`src/pcx_pkg.sv`:
```
package pcx_pkg;

    localparam int POS_BITS_DEF = 20;
    localparam int CFG_W        = 21;
    localparam int CNT_W        = 6;
    localparam int QUEUE_DEPTH  = 4;

    localparam logic [CFG_W-1:0] PIXELS_RESET    = CFG_W'(64000);
    localparam logic [7:0]       COUNT_THRESHOLD = 8'hBF;
    localparam logic [7:0]       COUNT_MASK      = 8'h3F;

    // one run to be expanded by the back end
    typedef struct packed {
        logic [7:0]       value;
        logic [CNT_W-1:0] count;
    } run_cmd_t;

endpackage

```
`src/pcx_front.sv`:
```
module pcx_front (
    input  logic            clk,
    input  logic            rst_n,
    input  logic            in_valid,
    output logic            in_stall,
    input  logic [7:0]      code_byte,
    input  logic            q_full,
    output logic            q_push,
    output pcx_pkg::run_cmd_t q_cmd
);
    import pcx_pkg::*;

    logic             await_value_reg;
    logic             await_value_next;
    logic [CNT_W-1:0] run_length_reg;
    logic [CNT_W-1:0] run_length_next;
    logic             accept;
    logic             is_count;

    assign in_stall = q_full;
    assign accept   = in_valid && !q_full;
    assign is_count = code_byte > COUNT_THRESHOLD;

    always_comb
    begin
        await_value_next = await_value_reg;
        run_length_next  = run_length_reg;
        q_push           = 1'b0;
        q_cmd.value      = code_byte;
        q_cmd.count      = CNT_W'(1);
        if (accept)
        begin
            if (!await_value_reg)
            begin
                if (is_count)
                begin
                    run_length_next  = CNT_W'(code_byte & COUNT_MASK);
                    await_value_next = 1'b1;
                end
                else
                begin
                    q_push = 1'b1;
                end
            end
            else
            begin
                // value byte of a run; an empty run is dropped here
                await_value_next = 1'b0;
                run_length_next  = '0;
                q_cmd.count      = run_length_reg;
                q_push           = (run_length_reg != '0);
            end
        end
    end

    always_ff @(posedge clk or negedge rst_n)
    begin
        if (!rst_n)
        begin
            await_value_reg <= 1'b0;
            run_length_reg  <= '0;
        end
        else
        begin
            await_value_reg <= await_value_next;
            run_length_reg  <= run_length_next;
        end
    end

endmodule

```
`src/pcx_queue.sv`:
```
module pcx_queue #(
    parameter int DEPTH = pcx_pkg::QUEUE_DEPTH
) (
    input  logic              clk,
    input  logic              rst_n,
    input  logic              push,
    input  pcx_pkg::run_cmd_t push_cmd,
    output logic              full,
    input  logic              pop,
    output logic              head_valid,
    output pcx_pkg::run_cmd_t head_cmd
);
    import pcx_pkg::*;

    localparam int AW = (DEPTH > 1) ? $clog2(DEPTH) : 1;
    localparam int CW = $clog2(DEPTH + 1);

    run_cmd_t        mem [DEPTH];
    logic [AW-1:0]   wr_ptr_reg;
    logic [AW-1:0]   wr_ptr_next;
    logic [AW-1:0]   rd_ptr_reg;
    logic [AW-1:0]   rd_ptr_next;
    logic [CW-1:0]   fill_reg;
    logic [CW-1:0]   fill_next;

    assign full       = (fill_reg == CW'(DEPTH));
    assign head_valid = (fill_reg != '0);
    assign head_cmd   = mem[rd_ptr_reg];

    always_comb
    begin
        wr_ptr_next = wr_ptr_reg;
        rd_ptr_next = rd_ptr_reg;
        fill_next   = fill_reg;
        if (push)
        begin
            wr_ptr_next = (wr_ptr_reg == AW'(DEPTH - 1)) ? '0 : wr_ptr_reg + AW'(1);
        end
        if (pop)
        begin
            rd_ptr_next = (rd_ptr_reg == AW'(DEPTH - 1)) ? '0 : rd_ptr_reg + AW'(1);
        end
        if (push && !pop)
        begin
            fill_next = fill_reg + CW'(1);
        end
        else if (pop && !push)
        begin
            fill_next = fill_reg - CW'(1);
        end
    end

    always_ff @(posedge clk)
    begin
        if (push)
        begin
            mem[wr_ptr_reg] <= push_cmd;
        end
    end

    always_ff @(posedge clk or negedge rst_n)
    begin
        if (!rst_n)
        begin
            wr_ptr_reg <= '0;
            rd_ptr_reg <= '0;
            fill_reg   <= '0;
        end
        else
        begin
            wr_ptr_reg <= wr_ptr_next;
            rd_ptr_reg <= rd_ptr_next;
            fill_reg   <= fill_next;
        end
    end

    a_no_overflow: assert property (@(posedge clk) disable iff (!rst_n)
        !(push && full && !pop))
        else $error("queue written while full");
    a_no_underflow: assert property (@(posedge clk) disable iff (!rst_n)
        pop |-> head_valid)
        else $error("queue read while empty");
    a_fill_bound: assert property (@(posedge clk) disable iff (!rst_n)
        fill_reg <= CW'(DEPTH))
        else $error("queue fill count out of range");

endmodule

```
`src/pcx_back.sv`:
```
module pcx_back #(
    parameter int POSITION_BITS = pcx_pkg::POS_BITS_DEF
) (
    input  logic                      clk,
    input  logic                      rst_n,
    input  logic [pcx_pkg::CFG_W-1:0] image_pixels,
    input  logic                      q_valid,
    input  pcx_pkg::run_cmd_t         q_cmd,
    output logic                      q_pop,
    output logic                      out_valid,
    input  logic                      out_stall,
    output logic [7:0]                pixel,
    output logic                      run_last,
    output logic                      image_end
);
    import pcx_pkg::*;

    localparam int P  = POSITION_BITS;
    localparam int WW = (P + 1 > CFG_W) ? P + 1 : CFG_W;

    logic [WW-1:0]    img_w;
    logic [WW-1:0]    cap_w;
    logic [WW-1:0]    img_m1_w;
    logic [P-1:0]     last_pos;
    logic [P-1:0]     last_pos_reg;

    logic             cur_valid_reg;
    logic             cur_valid_next;
    logic [7:0]       cur_value_reg;
    logic [7:0]       cur_value_next;
    logic [CNT_W-1:0] cur_cnt_reg;
    logic [CNT_W-1:0] cur_cnt_next;
    logic [P-1:0]     pos_reg;
    logic [P-1:0]     pos_next;

    logic             out_valid_reg;
    logic             out_valid_next;
    logic [7:0]       out_pixel_reg;
    logic             out_last_reg;
    logic             out_end_reg;

    logic             emit;
    logic             at_end;
    logic             last_of_run;

    // index of the final pixel: size zero acts as one, size is capped at 2^P
    always_comb
    begin
        img_w    = WW'(image_pixels);
        cap_w    = WW'(1) << P;
        img_m1_w = img_w - WW'(1);
        if (img_w == '0)
        begin
            last_pos = '0;
        end
        else if (img_w > cap_w)
        begin
            last_pos = '1;
        end
        else
        begin
            last_pos = img_m1_w[P-1:0];
        end
    end

    always_ff @(posedge clk)
    begin
        last_pos_reg <= last_pos;
    end

    assign emit        = cur_valid_reg && (!out_valid_reg || !out_stall);
    assign at_end      = pos_reg >= last_pos_reg;
    assign last_of_run = (cur_cnt_reg == CNT_W'(1)) || at_end;
    assign q_pop       = q_valid && (!cur_valid_reg || (emit && last_of_run));

    always_comb
    begin
        cur_valid_next = cur_valid_reg;
        cur_value_next = cur_value_reg;
        cur_cnt_next   = cur_cnt_reg;
        pos_next       = pos_reg;
        out_valid_next = out_valid_reg && out_stall;
        if (emit)
        begin
            out_valid_next = 1'b1;
            pos_next       = at_end ? '0 : pos_reg + P'(1);
            cur_cnt_next   = cur_cnt_reg - CNT_W'(1);
            // a run clamped at the image end drops its remainder
            if (last_of_run)
            begin
                cur_valid_next = 1'b0;
            end
        end
        if (q_pop)
        begin
            cur_valid_next = 1'b1;
            cur_value_next = q_cmd.value;
            cur_cnt_next   = q_cmd.count;
        end
    end

    always_ff @(posedge clk)
    begin
        cur_value_reg <= cur_value_next;
        if (emit)
        begin
            out_pixel_reg <= cur_value_reg;
            out_last_reg  <= last_of_run;
            out_end_reg   <= at_end;
        end
    end

    always_ff @(posedge clk or negedge rst_n)
    begin
        if (!rst_n)
        begin
            cur_valid_reg <= 1'b0;
            cur_cnt_reg   <= '0;
            pos_reg       <= '0;
            out_valid_reg <= 1'b0;
        end
        else
        begin
            cur_valid_reg <= cur_valid_next;
            cur_cnt_reg   <= cur_cnt_next;
            pos_reg       <= pos_next;
            out_valid_reg <= out_valid_next;
        end
    end

    assign out_valid = out_valid_reg;
    assign pixel     = out_pixel_reg;
    assign run_last  = out_last_reg;
    assign image_end = out_end_reg;

    a_cur_nonzero: assert property (@(posedge clk) disable iff (!rst_n)
        cur_valid_reg |-> (cur_cnt_reg != '0))
        else $error("active run with zero count");
    a_end_is_last: assert property (@(posedge clk) disable iff (!rst_n)
        (out_valid_reg && out_end_reg) |-> out_last_reg)
        else $error("image end beat not marked as last of run");
    a_pop_has_room: assert property (@(posedge clk) disable iff (!rst_n)
        (q_pop && cur_valid_reg) |-> (emit && last_of_run))
        else $error("run loaded over an unfinished run");

endmodule

```
`src/pcx_rle_decoder_top.sv`:
```
// pcx run-length decoder
// input channel: one compressed byte per beat on code_byte (in_valid / in_stall).
// a byte above 0xbf is a count byte (low six bits = run length) and produces no
// output; the byte after it is repeated that many times. any other byte is one
// literal pixel. an empty run produces nothing.
// output channel: one pixel per beat on pixel with run_last and image_end
// (out_valid / out_stall). image_end marks the final pixel of an image and a run
// crossing the image end is cut there.
// cfg_wr_en / cfg_wr_data load the image size; write it only while idle.
// a run passes the run queue, the current-run register and the output register.
// throughput: one pixel per cycle while out_stall is low, set by the expansion
// unit, which keeps a run until its last pixel is out; a count byte uses a beat.
// a four-entry run queue lets input continue during a run; in_stall rises when
// it fills. when out_stall is high a pending output beat holds and the expansion waits.
// reset clears the queue, the pending count byte and the pixel position and sets
// the image size to 64000.
module pcx_rle_decoder_top #(
    parameter int POSITION_BITS = pcx_pkg::POS_BITS_DEF,
    parameter int QUEUE_DEPTH   = pcx_pkg::QUEUE_DEPTH
) (
    input  logic                      clk,
    input  logic                      rst_n,
    input  logic                      cfg_wr_en,
    input  logic [pcx_pkg::CFG_W-1:0] cfg_wr_data,
    input  logic                      in_valid,
    output logic                      in_stall,
    input  logic [7:0]                code_byte,
    output logic                      out_valid,
    input  logic                      out_stall,
    output logic [7:0]                pixel,
    output logic                      run_last,
    output logic                      image_end
);
    import pcx_pkg::*;

    logic [CFG_W-1:0] image_pixels_reg;
    logic             q_full;
    logic             q_push;
    run_cmd_t         push_cmd;
    logic             q_pop;
    logic             q_valid;
    run_cmd_t         head_cmd;

    always_ff @(posedge clk or negedge rst_n)
    begin
        if (!rst_n)
        begin
            image_pixels_reg <= PIXELS_RESET;
        end
        else if (cfg_wr_en)
        begin
            image_pixels_reg <= cfg_wr_data;
        end
    end

    pcx_front u_front (
        .clk       (clk),
        .rst_n     (rst_n),
        .in_valid  (in_valid),
        .in_stall  (in_stall),
        .code_byte (code_byte),
        .q_full    (q_full),
        .q_push    (q_push),
        .q_cmd     (push_cmd)
    );

    pcx_queue #(
        .DEPTH (QUEUE_DEPTH)
    ) u_queue (
        .clk        (clk),
        .rst_n      (rst_n),
        .push       (q_push),
        .push_cmd   (push_cmd),
        .full       (q_full),
        .pop        (q_pop),
        .head_valid (q_valid),
        .head_cmd   (head_cmd)
    );

    pcx_back #(
        .POSITION_BITS (POSITION_BITS)
    ) u_back (
        .clk          (clk),
        .rst_n        (rst_n),
        .image_pixels (image_pixels_reg),
        .q_valid      (q_valid),
        .q_cmd        (head_cmd),
        .q_pop        (q_pop),
        .out_valid    (out_valid),
        .out_stall    (out_stall),
        .pixel        (pixel),
        .run_last     (run_last),
        .image_end    (image_end)
    );

endmodule
```
`config.mk`:
```
export PLATFORM = sky130hd
export DESIGN_NAME = pcx_rle_decoder_top
export DESIGN_NICKNAME = d
export VERILOG_FILES = /design/src/pcx_pkg.sv /design/src/pcx_front.sv /design/src/pcx_queue.sv /design/src/pcx_back.sv /design/src/pcx_rle_decoder_top.sv
export SDC_FILE = /design/constraint.sdc
export NUM_CORES = 1
export LEC_CHECK = 0
export BUFFER_PORTS_ARGS = -buffer_cell sky130_fd_sc_hd__buf_2
export CORE_ASPECT_RATIO = 0.6
export CORE_UTILIZATION = 40
export DETAILED_ROUTE_END_ITERATION = 8
export SLEW_MARGIN = 20
export SYNTH_ARGS = -nofsm -noshare
export SYNTH_HDL_FRONTEND = slang
export SYNTH_SLANG_ARGS = --single-unit
```
`constraint.sdc`:
```
create_clock -name clk -period 5.1 [get_ports clk]
set_input_delay 0.765 -clock clk [delete_from_list [all_inputs] [get_ports clk]]
set_output_delay 0.765 -clock clk [all_outputs]
set_load 0.03 [all_outputs]
```
# [Word-level counts from Yosys, hierarchy flattened]
# Memory sizes are Yosys's and may differ from the RTL's.
# Cells that the tools add are included.
[word_totals] regBits=101 ram_bits=56 in_bits=34 output_inout_bits=12 word_cells=78 memories=1
[op_classes] n_addsub=7 magnitude_cmp=3 eq_ne=4 muxes=23 n_reduce_logical=25
[mem_list] memory="u_queue.mem" depth=4 width=14 read_ports=1 rd_ports_with_merged_regs=0 wr=1 line="pcx_queue.sv:18" rtl="run_cmd_t mem [DEPTH];"
[op_table] op="20-bit two-way mux" count=2
[op_table] op="6-bit two-way mux" count=6
[op_table] op="21-bit greater-than comparator (second input constant)" count=1
[op_table] op="21-bit logical NOT" count=1
[op_table] op="20-bit by 1-bit adder with 20-bit output (second input constant)" count=1
[op_table] op="20-bit greater-or-equal comparator" count=1
[op_table] op="20-bit by 1-bit subtractor with 20-bit output (second input constant)" count=1
[op_table] op="1-bit two-way mux" count=11
[op_table] op="8-bit greater-than comparator (second input constant)" count=1
[op_table] op="2-bit nonzero test" count=4
[op_table] op="1-bit logical AND" count=7
[op_table] op="6-bit by 1-bit == test with 1-bit output (second input constant)" count=1
[op_table] op="1-bit logical NOT" count=6
[op_table] op="3-bit two-way mux" count=2
[op_table] op="6-bit nonzero test" count=1
[op_table] op="6-bit by 1-bit subtractor with 6-bit output (second input constant)" count=1
[op_table] op="2-bit by 1-bit adder with 2-bit output (second input constant)" count=2
[op_table] op="2-bit == test (second input constant)" count=2
[op_table] op="2-bit two-way mux" count=2
[op_table] op="2-bit AND reduction" count=2
[op_table] op="3-bit by 1-bit adder with 3-bit output (second input constant)" count=1
[op_table] op="3-bit == test (second input constant)" count=1
[op_table] op="1-bit logical OR" count=3
[op_table] op="3-bit nonzero test" count=1
[op_table] op="3-bit by 1-bit subtractor with 3-bit output (second input constant)" count=1

# [Logic depth before layout (Yosys ltp)]
# Gate-level depths: netlist (run 1).
[logic_depth] depth_word=9 mapped_depth=13 depth_no_buf=13

# [Cells and area by module]
# From an unflattened synthesis (run 1), not the netlist that was laid out.
[unflattened] hier_cells=548 area_unflattened_um2=7234.4
[by_module_without_submodules] mod="pcx_back" instances=1 cells_each=341 area_per_inst_um2=3422.0
[by_module_without_submodules] mod="pcx_queue" instances=1 cells_each=110 area_per_inst_um2=2468.6
[by_module_without_submodules] mod="pcx_rle_decoder_top" instances=1 cells_each=44 area_per_inst_um2=867.1
[by_module_without_submodules] mod="pcx_front" instances=1 cells_each=53 area_per_inst_um2=476.7

# [Worst setup path after synthesis (run 1)]
# No wires, ideal clock.
[synth_timing] kind="register -> register" startpoint="reg u_back.pos_reg[0]" endpoint="reg u_queue.fill_reg[2]" setup_time_ns=0.079 arrival_time_ns=2.849 slack_ns=2.172 stages_incl_launch_ff=14 n_path_buf=0 synth_period_minus_slack_ns=2.928 path_cell_list="dfrtp_1 inv_1 ha_1 nand2b_1 a2111o_1 o2111ai_1 nand3_1 o21ai_2 ha_1 inv_1 fa_1 xor2_1 nor2_1 xor2_1"
[synth_between] elab_chain_len=8 word_cells_on_any_way=10 cone_classes="order compare: 1; mux: 1; reduce/logical: 8"
[synth_rtl] element="from (decl)" line="pcx_back.sv:33" rtl="logic [P-1:0] pos_reg;"
[synth_rtl] element="from (signal assigned)" line="pcx_back.sv:126" rtl="pos_reg <= pos_next;"
[synth_rtl] element="20-bit greater-or-equal comparator (*)" line="pcx_back.sv:72" rtl="assign at_end = pos_reg >= last_pos_reg;"
[synth_rtl] element="1-bit logical OR (*)" line="pcx_back.sv:73" rtl="assign last_of_run = (cur_cnt_reg == CNT_W'(1)) || at_end;"
[synth_rtl] element="1-bit logical AND (*)" line="pcx_back.sv:74" rtl="assign q_pop = q_valid && (!cur_valid_reg || (emit && last_of_run));"
[synth_rtl] element="1-bit logical OR (*)" line="pcx_back.sv:74"
[synth_rtl] element="1-bit logical AND (*)" line="pcx_back.sv:74"
[synth_rtl] element="1-bit logical NOT" line="pcx_queue.sv:43" rtl="if (push && !pop)"
[synth_rtl] element="1-bit logical AND" line="pcx_queue.sv:43"
[synth_rtl] element="3-bit two-way mux / 2-bit nonzero test (equally long branches)"
[synth_rtl] element="to (signal assigned)" line="pcx_queue.sv:73" rtl="fill_reg <= fill_next;"
[synth_rtl] element="to (decl)" line="pcx_queue.sv:23" rtl="logic [CW-1:0] fill_reg;"
# Mark *: on every way between the ends. The rest lies on a longest branch, timed or not.
# A chain may end at the register's enable or synchronous reset.

# [Final worst setup path (run 1)]
# Ends and elaborated chain as after synthesis.

==> results by group, run 1 <==
Die
  • Full die area: 18000 um2
  • Number of core rows: 36
  • Area inside the core boundary: 16600 um2
  • Starting density of the core: 0.419
  • X dimension of the die: 172 um
  • Vertical die dimension: 104 um
  • Boundary Pins: 46

Layout
  • Layout overhead on the synthesized area: 15.6%
  • Layout Nets: 647
  • Area of all placed cells without fillers: 8050 um2
  • Final-layout fill cell count: 1425
  • Final Util: 0.484
  • Max FFs per register: 56
  • Most common cell after layout, fill and taps aside: sky130_fd_sc_hd__edfxtp_1
  • Count of inserted antenna diode cells: 0
  • Share of cells above drive strength 1: 0.232
  • Commonest cells after routing, fill and taps aside: sky130_fd_sc_hd__edfxtp_1 (74), sky130_fd_sc_hd__dfrtp_1 (56), sky130_fd_sc_hd__buf_2 (45), sky130_fd_sc_hd__nand2_1 (39), sky130_fd_sc_hd__inv_1 (32)
  • Final std cells w/o fill: 822

Flow run
  • MaxCap Viol Count: 0

Detailed routing
  • Detailed-router iteration count before antenna repair: 4
  • Drc violations: 0
  • Number of vias per cell: 5.02
  • Count of vias placed by the detailed router: 4123
  • Post-DR wirelength/cell: 15.9 um
  • Detailed router's first-iteration violation count: 227
  • Antenna Nets Post-Route: 0
  • Routed wire length: 13100 um

Pwr
  • Internal power contribution: 2.80 mW
  • Share of total power in the clock network: 0.347
  • Net Switching: 1.07 mW
  • Fraction of power consumed by combinational cells: 0.186
  • Leakage power total: 3.30 nW
  • Switch share: 0.277
  • Worst voltage drop across the vdd grid: 0.211 mV
  • Areal power density over the cells: 481 nW/um2
  • Share of total power in sequential cells: 0.467

Timing
  • Clock period minus final worst setup slack: 3.52 ns
  • Ratio of final minimum period to clock period: 0.690
  • Slew Limit Fails: 0
  • Setup skew after layout: 0.00778 ns
  • Hold Violations, Final: 0
  • Slew at the pin closest to its max-slew limit: 0.933 ns
  • Post-Route Setup TNS: 0 ns
  • Rel. slew slack: 0.373
  • F_max: 284 MHz
  • Worst Hold Margin: 0.420 ns
  • Final setup viols: 0
  • Setup repair after global routing missed its margin: no

Clock network
  • Clock sink total: 157
  • CTS H-Tree Depth: 4
  • CTS clock-pin slew for the worst setup and hold paths: 0.06 ns
  • Clk_lat worst skew: 0.42 ns
  • TritonCTS clock tree: yes
  • # hold bufs at CTS: 0
  • Resized Gates After CTS: 0
  • Clock buffers created by TritonCTS: 17
  • Clock root buffer master: sky130_fd_sc_hd__clkbuf_16
  • Maximum clock path buffer count: 2
  • Post-CTS setup buffers: 0

Global route
  • First-pass GRT wire length: 21900 um
  • Vias in the first global route: 4082
  • Aggregate global-route resource usage: 0.164
  • Residual overflow from global routing: 0
  • Largest net degree at the start of global routing: 64
  • Number of antenna violations at the first check in global routing: 0

Yosys
  • Flip-flop and latch count after synthesis: 157
  • Syn Inst Count: 530
  • Number of flops mapped to enable cells by yosys: 74
  • Sequential area share after synthesis: 0.604
  • Number of library cell types mapped by synthesis: 53
  • Primary flip-flop cell chosen by synthesis mapping: sky130_fd_sc_hd__edfxtp_1
  • Warnings from Yosys: 0
  • Average cell area after synthesis: 13.1 um2
  • Proportion of synthesized flip-flops having asynchronous set or reset: 0.401
  • Cell area after synthesis: 6960 um2
  • Number of nets in the synthesized netlist: 595

Worst setup path
  • Endpoint required time on the critical path: 5.44 ns
  • Type of the setup path with the least slack: flop to flop
  • Critical Path AT: 3.86 ns
  • Crit path capture type: flop
  • Number of cells on the worst reg-to-reg path: 13
  • Kind of start point of the critical path: flop
  • Largest fanout on the critical path: 11

Placement
  • Number of port buffers: 45
  • HPWL after DPL: 9320 um
  • Dpl cell area: 7420 um2
  • Final Wtd Congestion: 0.823
  • Number of placed instances with taps included: 791

Run status
  • Status: finished, final reports clean

Hold path
  • Cell depth of the worst hold path: 0
  • Hold/Removal Path Class: flop to flop
## kinds of logic after synthesis
group	after synthesis	synth area share
AO/OA/AOI/OAI	67	0.0582
XOR/XNOR	36	0.0453
adder cells (fa/ha/maj)	31	0.0568
buffers and inverters	47	0.0275
flip-flops	157	0.604
multiplexers	43	0.0922
AND/OR/NAND/NOR	149	0.116
## worst max-delay path: stages, from the launching register on
cell and delay (ns):
sky130_fd_sc_hd__dfrtp_1 0.39, sky130_fd_sc_hd__inv_1 0.08, sky130_fd_sc_hd__ha_1 0.28, sky130_fd_sc_hd__nand2b_1 0.14
sky130_fd_sc_hd__a2111o_1 0.40, sky130_fd_sc_hd__o2111ai_1 0.12, sky130_fd_sc_hd__nand3_1 0.34, sky130_fd_sc_hd__o21ai_2 0.51
sky130_fd_sc_hd__ha_1 0.29, sky130_fd_sc_hd__inv_1 0.06, sky130_fd_sc_hd__fa_1 0.38, sky130_fd_sc_hd__xor2_1 0.18
sky130_fd_sc_hd__nor2_1 0.11, sky130_fd_sc_hd__xor2_1 0.15
## per-layer routing
metal / GRT usage / vias to the layer above / part of all wire
met2: 0.203 / 69 / 0.39
met4: 0.0468 / 0 / 0.0097
li1: - / 2030 / -
met3: 0.0502 / 12 / 0.035
met5: 0 / - / 0
met1: 0.265 / 2012 / 0.57
## cell type report
class                           instances  area (um2)  area share
Tap cell                              228         285      0.0355
Timing Repair Buffer                   47         240      0.0299
Sequential cell                       157        4210       0.523
Clock inverter                         12         194      0.0241
Clock buffer                           19         433      0.0538
Inverter                               33         124      0.0154
Multi-Input combinational cell        326        2560       0.318
## power by group through the flow
stage / logic [mW] / clock network (mW) / registers [mW]
detailed placement: 0.723 / 0 / 1.83
finish: 0.718 / 1.34 / 1.81
global placement: 0.697 / 0 / 1.82
CTS: 0.730 / 1.37 / 1.81
global route: 0.815 / 1.43 / 1.85
floorplan: 0.571 / 0 / 1.73
## synthesized netlist by cell type, drive strengths merged, types with 3 or more instances
cell | number | area share
a22oi | 7 | 0.0075
and2 | 5 | 0.0047
and3 | 10 | 0.0090
buf | 3 | 0.0038
xor2 | 17 | 0.021
dfstp | 6 | 0.023
nand2 | 39 | 0.021
ha | 30 | 0.054
edfxtp | 74 | 0.32
or3 | 3 | 0.0041
o21ai | 29 | 0.021
inv | 32 | 0.017
nor2 | 29 | 0.016
clkbuf | 11 | 0.0059
mux4 | 14 | 0.045
a21oi | 20 | 0.014
nor4 | 9 | 0.011
or4 | 4 | 0.0049
nand3 | 14 | 0.012
nor2b | 3 | 0.0027
nand2b | 4 | 0.0036
dfrtp | 57 | 0.20
xnor2 | 19 | 0.024
dfxtp | 20 | 0.058
nand4 | 7 | 0.0063
mux2 | 29 | 0.047
nor3 | 14 | 0.012
## metrics by stage
step / power [mW] / setup slack [ns]
2_1_floorplan: 2.30 / 2.17
3_3_place_gp: 2.52 / 1.70
3_5_place_dp: 2.56 / 1.55
4_1_cts: 3.91 / 1.53
5_1_grt: 4.09 / 1.23
6_report: 3.87 / 1.58
## final timing paths
check                                   startpoint                     to  slack [ns]
max reg2reg                      u_back.pos_reg[0]    u_queue.fill_reg[2]        1.58
max                              u_back.pos_reg[0]    u_queue.fill_reg[2]        1.58
min reg2reg                u_back.cur_value_reg[1]        u_back.pixel[1]        0.42
min                        u_back.cur_value_reg[1]        u_back.pixel[1]        0.42
max in group asynchronous                    rst_n  u_queue.rd_ptr_reg[0]        3.97
min in group asynchronous                    rst_n   image_pixels_reg[20]        0.53
Power figures use the tool's default switching activity.
==> run 2, diff against run 1 <==
clock period = 3.3 ns   (was 5.1 ns; I/O delays follow)
==> run 2 against run 1 <==
  * Design area grew 0.73%
  * Critical endpoint unchanged
  * Hold slack got worse by 0.32 ns
  * Die area unchanged
  * Largest power group unchanged
  * Register-to-register slack worse by 1.3 ns
  * Wire length is 4.7% higher
==> results by group, run 2 (same netlist as run 1, synthesis figures left out) <==
Clock network
  • Clock sink total: 157
  • CTS H-Tree Depth: 4
  • CTS clock-pin slew for the worst setup and hold paths: 0.07 ns
  • Resized Gates After CTS: 0
  • Maximum clock path buffer count: 2
  • Clock root buffer master: sky130_fd_sc_hd__clkbuf_16
  • # hold bufs at CTS: 0
  • Clk_lat worst skew: 0.42 ns
  • TritonCTS clock tree: yes
  • Post-CTS setup buffers: 0
  • Clock buffers created by TritonCTS: 17

Timing
  • Rel. slew slack: 0.372
  • F_max: 335 MHz
  • Setup repair after global routing missed its margin: no
  • Ratio of final minimum period to clock period: 0.904
  • Setup skew after layout: 0.0115 ns
  • Slew at the pin closest to its max-slew limit: 0.943 ns
  • Final setup viols: 0
  • Clock period minus final worst setup slack: 2.98 ns
  • Post-Route Setup TNS: 0 ns
  • Hold Violations, Final: 0
  • Slew Limit Fails: 0

Detailed routing
  • Post-DR wirelength/cell: 16.3 um
  • Detailed-router iteration count before antenna repair: 4
  • Antenna Nets Post-Route: 0
  • Drc violations: 0
  • Count of vias placed by the detailed router: 4189
  • Detailed router's first-iteration violation count: 291
  • Routed wire length: 13700 um
  • Number of vias per cell: 5.01

Global route
  • Aggregate global-route resource usage: 0.166
  • Largest net degree at the start of global routing: 49
  • First-pass GRT wire length: 22400 um
  • Number of antenna violations at the first check in global routing: 0
  • Residual overflow from global routing: 0
  • Vias in the first global route: 4142

Pwr
  • Leakage power total: 3.35 nW
  • PnR Total Power: 5.87 mW
  • Worst voltage drop across the vdd grid: 0.342 mV
  • Areal power density over the cells: 724 nW/um2

Die
  • Vertical die dimension: 104 um
  • Full die area: 18000 um2
  • X dimension of the die: 172 um
  • Area inside the core boundary: 16600 um2
  • Starting density of the core: 0.419
  • Boundary Pins: 46
  • Number of core rows: 36

Layout
  • Commonest cells after routing, fill and taps aside: sky130_fd_sc_hd__edfxtp_1 (74), sky130_fd_sc_hd__dfrtp_1 (57), sky130_fd_sc_hd__buf_2 (44), sky130_fd_sc_hd__nand2_1 (39), sky130_fd_sc_hd__inv_1 (32)
  • Layout Nets: 660
  • Max FFs per register: 56
  • Area of all sequential standard cells: 4210 um2
  • Share of cells above drive strength 1: 0.253
  • Final-layout fill cell count: 1449
  • Count of inserted antenna diode cells: 0
  • Most common cell after layout, fill and taps aside: sky130_fd_sc_hd__edfxtp_1
  • Layout overhead on the synthesized area: 16.4%
  • Multi-input gate area: 2560 um2

Hold path
  • Hold/Removal Path Class: input port to asynchronous set/reset pin

Worst setup path
  • RR Endpoint: u_queue.fill_reg[2]
  • Endpoint required time on the critical path: 3.64 ns
  • Crit path capture type: flop
  • Reg-to-reg startpoint: u_back.pos_reg[0]
  • Reg2Reg Setup Slack: 0.32 ns
  • Number of cells on the worst reg-to-reg path: 13
  • Type of the setup path with the least slack: flop to flop
  • Largest fanout on the critical path: 4
  • Critical Path AT: 3.32 ns
  • Kind of start point of the critical path: flop

Placement
  • Number of port buffers: 45
  • Final Wtd Congestion: 0.845
  • HPWL after DPL: 9670 um

Flow run
  • MaxCap Viol Count: 0

Run status
  • Status: finished, final reports clean
[run 2: cell count changes in the layout (fill, tap and decap cells not counted), moves of 2 or more]
cell,change
sky130_fd_sc_hd__buf_4,+14
sky130_fd_sc_hd__inv_8,+6
sky130_fd_sc_hd__bufinv_16,-5
sky130_fd_sc_hd__clkinv_2,-3
sky130_fd_sc_hd__inv_6,+3
sky130_fd_sc_hd__clkbuf_1,-2
sky130_fd_sc_hd__clkinv_4,+2
sky130_fd_sc_hd__clkinv_8,+2
[run 2: critical path, cell delays in order, from the launching register on]
cell	delay (ns)
sky130_fd_sc_hd__dfrtp_1	0.39
sky130_fd_sc_hd__inv_1	0.07
sky130_fd_sc_hd__ha_1	0.28
sky130_fd_sc_hd__nand2b_1	0.14
sky130_fd_sc_hd__a2111o_1	0.39
sky130_fd_sc_hd__o2111ai_1	0.12
sky130_fd_sc_hd__nand3_1	0.17
sky130_fd_sc_hd__o21ai_2	0.20
sky130_fd_sc_hd__ha_1	0.23
sky130_fd_sc_hd__inv_1	0.07
sky130_fd_sc_hd__fa_1	0.40
sky130_fd_sc_hd__xor2_1	0.18
sky130_fd_sc_hd__nor2_1	0.12
sky130_fd_sc_hd__xor2_1	0.15
[run 2: power by group]
group          internal [mW]  switching, mW  leakage (nW)
Combinational          0.589          0.575          1.47
Clock                   1.02          0.895         0.290
Sequential              2.44          0.356          1.59
Total                   4.04           1.83          3.35
[run 2: how the worst max path moves through the flow]
stage | end | from | depth (start not counted) | slack [ns]
CTS | u_queue.fill_reg[2] | u_back.pos_reg[0] | 13 | 0.30
detailed placement | u_queue.fill_reg[2] | u_back.pos_reg[0] | 13 | 0.35
global route | u_queue.fill_reg[2] | u_back.pos_reg[0] | 13 | 0.1
global placement | u_queue.fill_reg[2] | u_back.pos_reg[0] | 13 | 0.49
finish | u_queue.fill_reg[2] | u_back.pos_reg[0] | 13 | 0.32
floorplan | u_queue.fill_reg[2] | u_back.pos_reg[0] | 13 | 0.37
[run 2: per-layer routing]
metal	wire length (um)	track usage	up-vias
met4	106	0.0569	0
met2	5320	0.206	106
li1	-	-	2060
met5	0	0	-
met3	864	0.0381	10
met1	7370	0.274	2013
[run 2: cell type report]
class	count	area share
clock buffers	17	0.0525
flip-flops and latches	157	0.519
repair buffers	60	0.0420
multi-input cells	326	0.316
inverters	33	0.0153
well taps	228	0.0352
clock inverters	15	0.0199
[run 2: per-stage QoR]
stage               hold WS, ns  setup WS, ns  cell area, um2   util  instances
global placement          0.409         0.492            7520  0.452        804
CTS                       0.275         0.297            8100  0.488        836
global route              0.139        0.0992            8110  0.488        836
floorplan                 0.199         0.372            6960      -        530
finish                    0.102         0.316            8110  0.488        836
detailed placement        0.405         0.349            7520  0.452        804
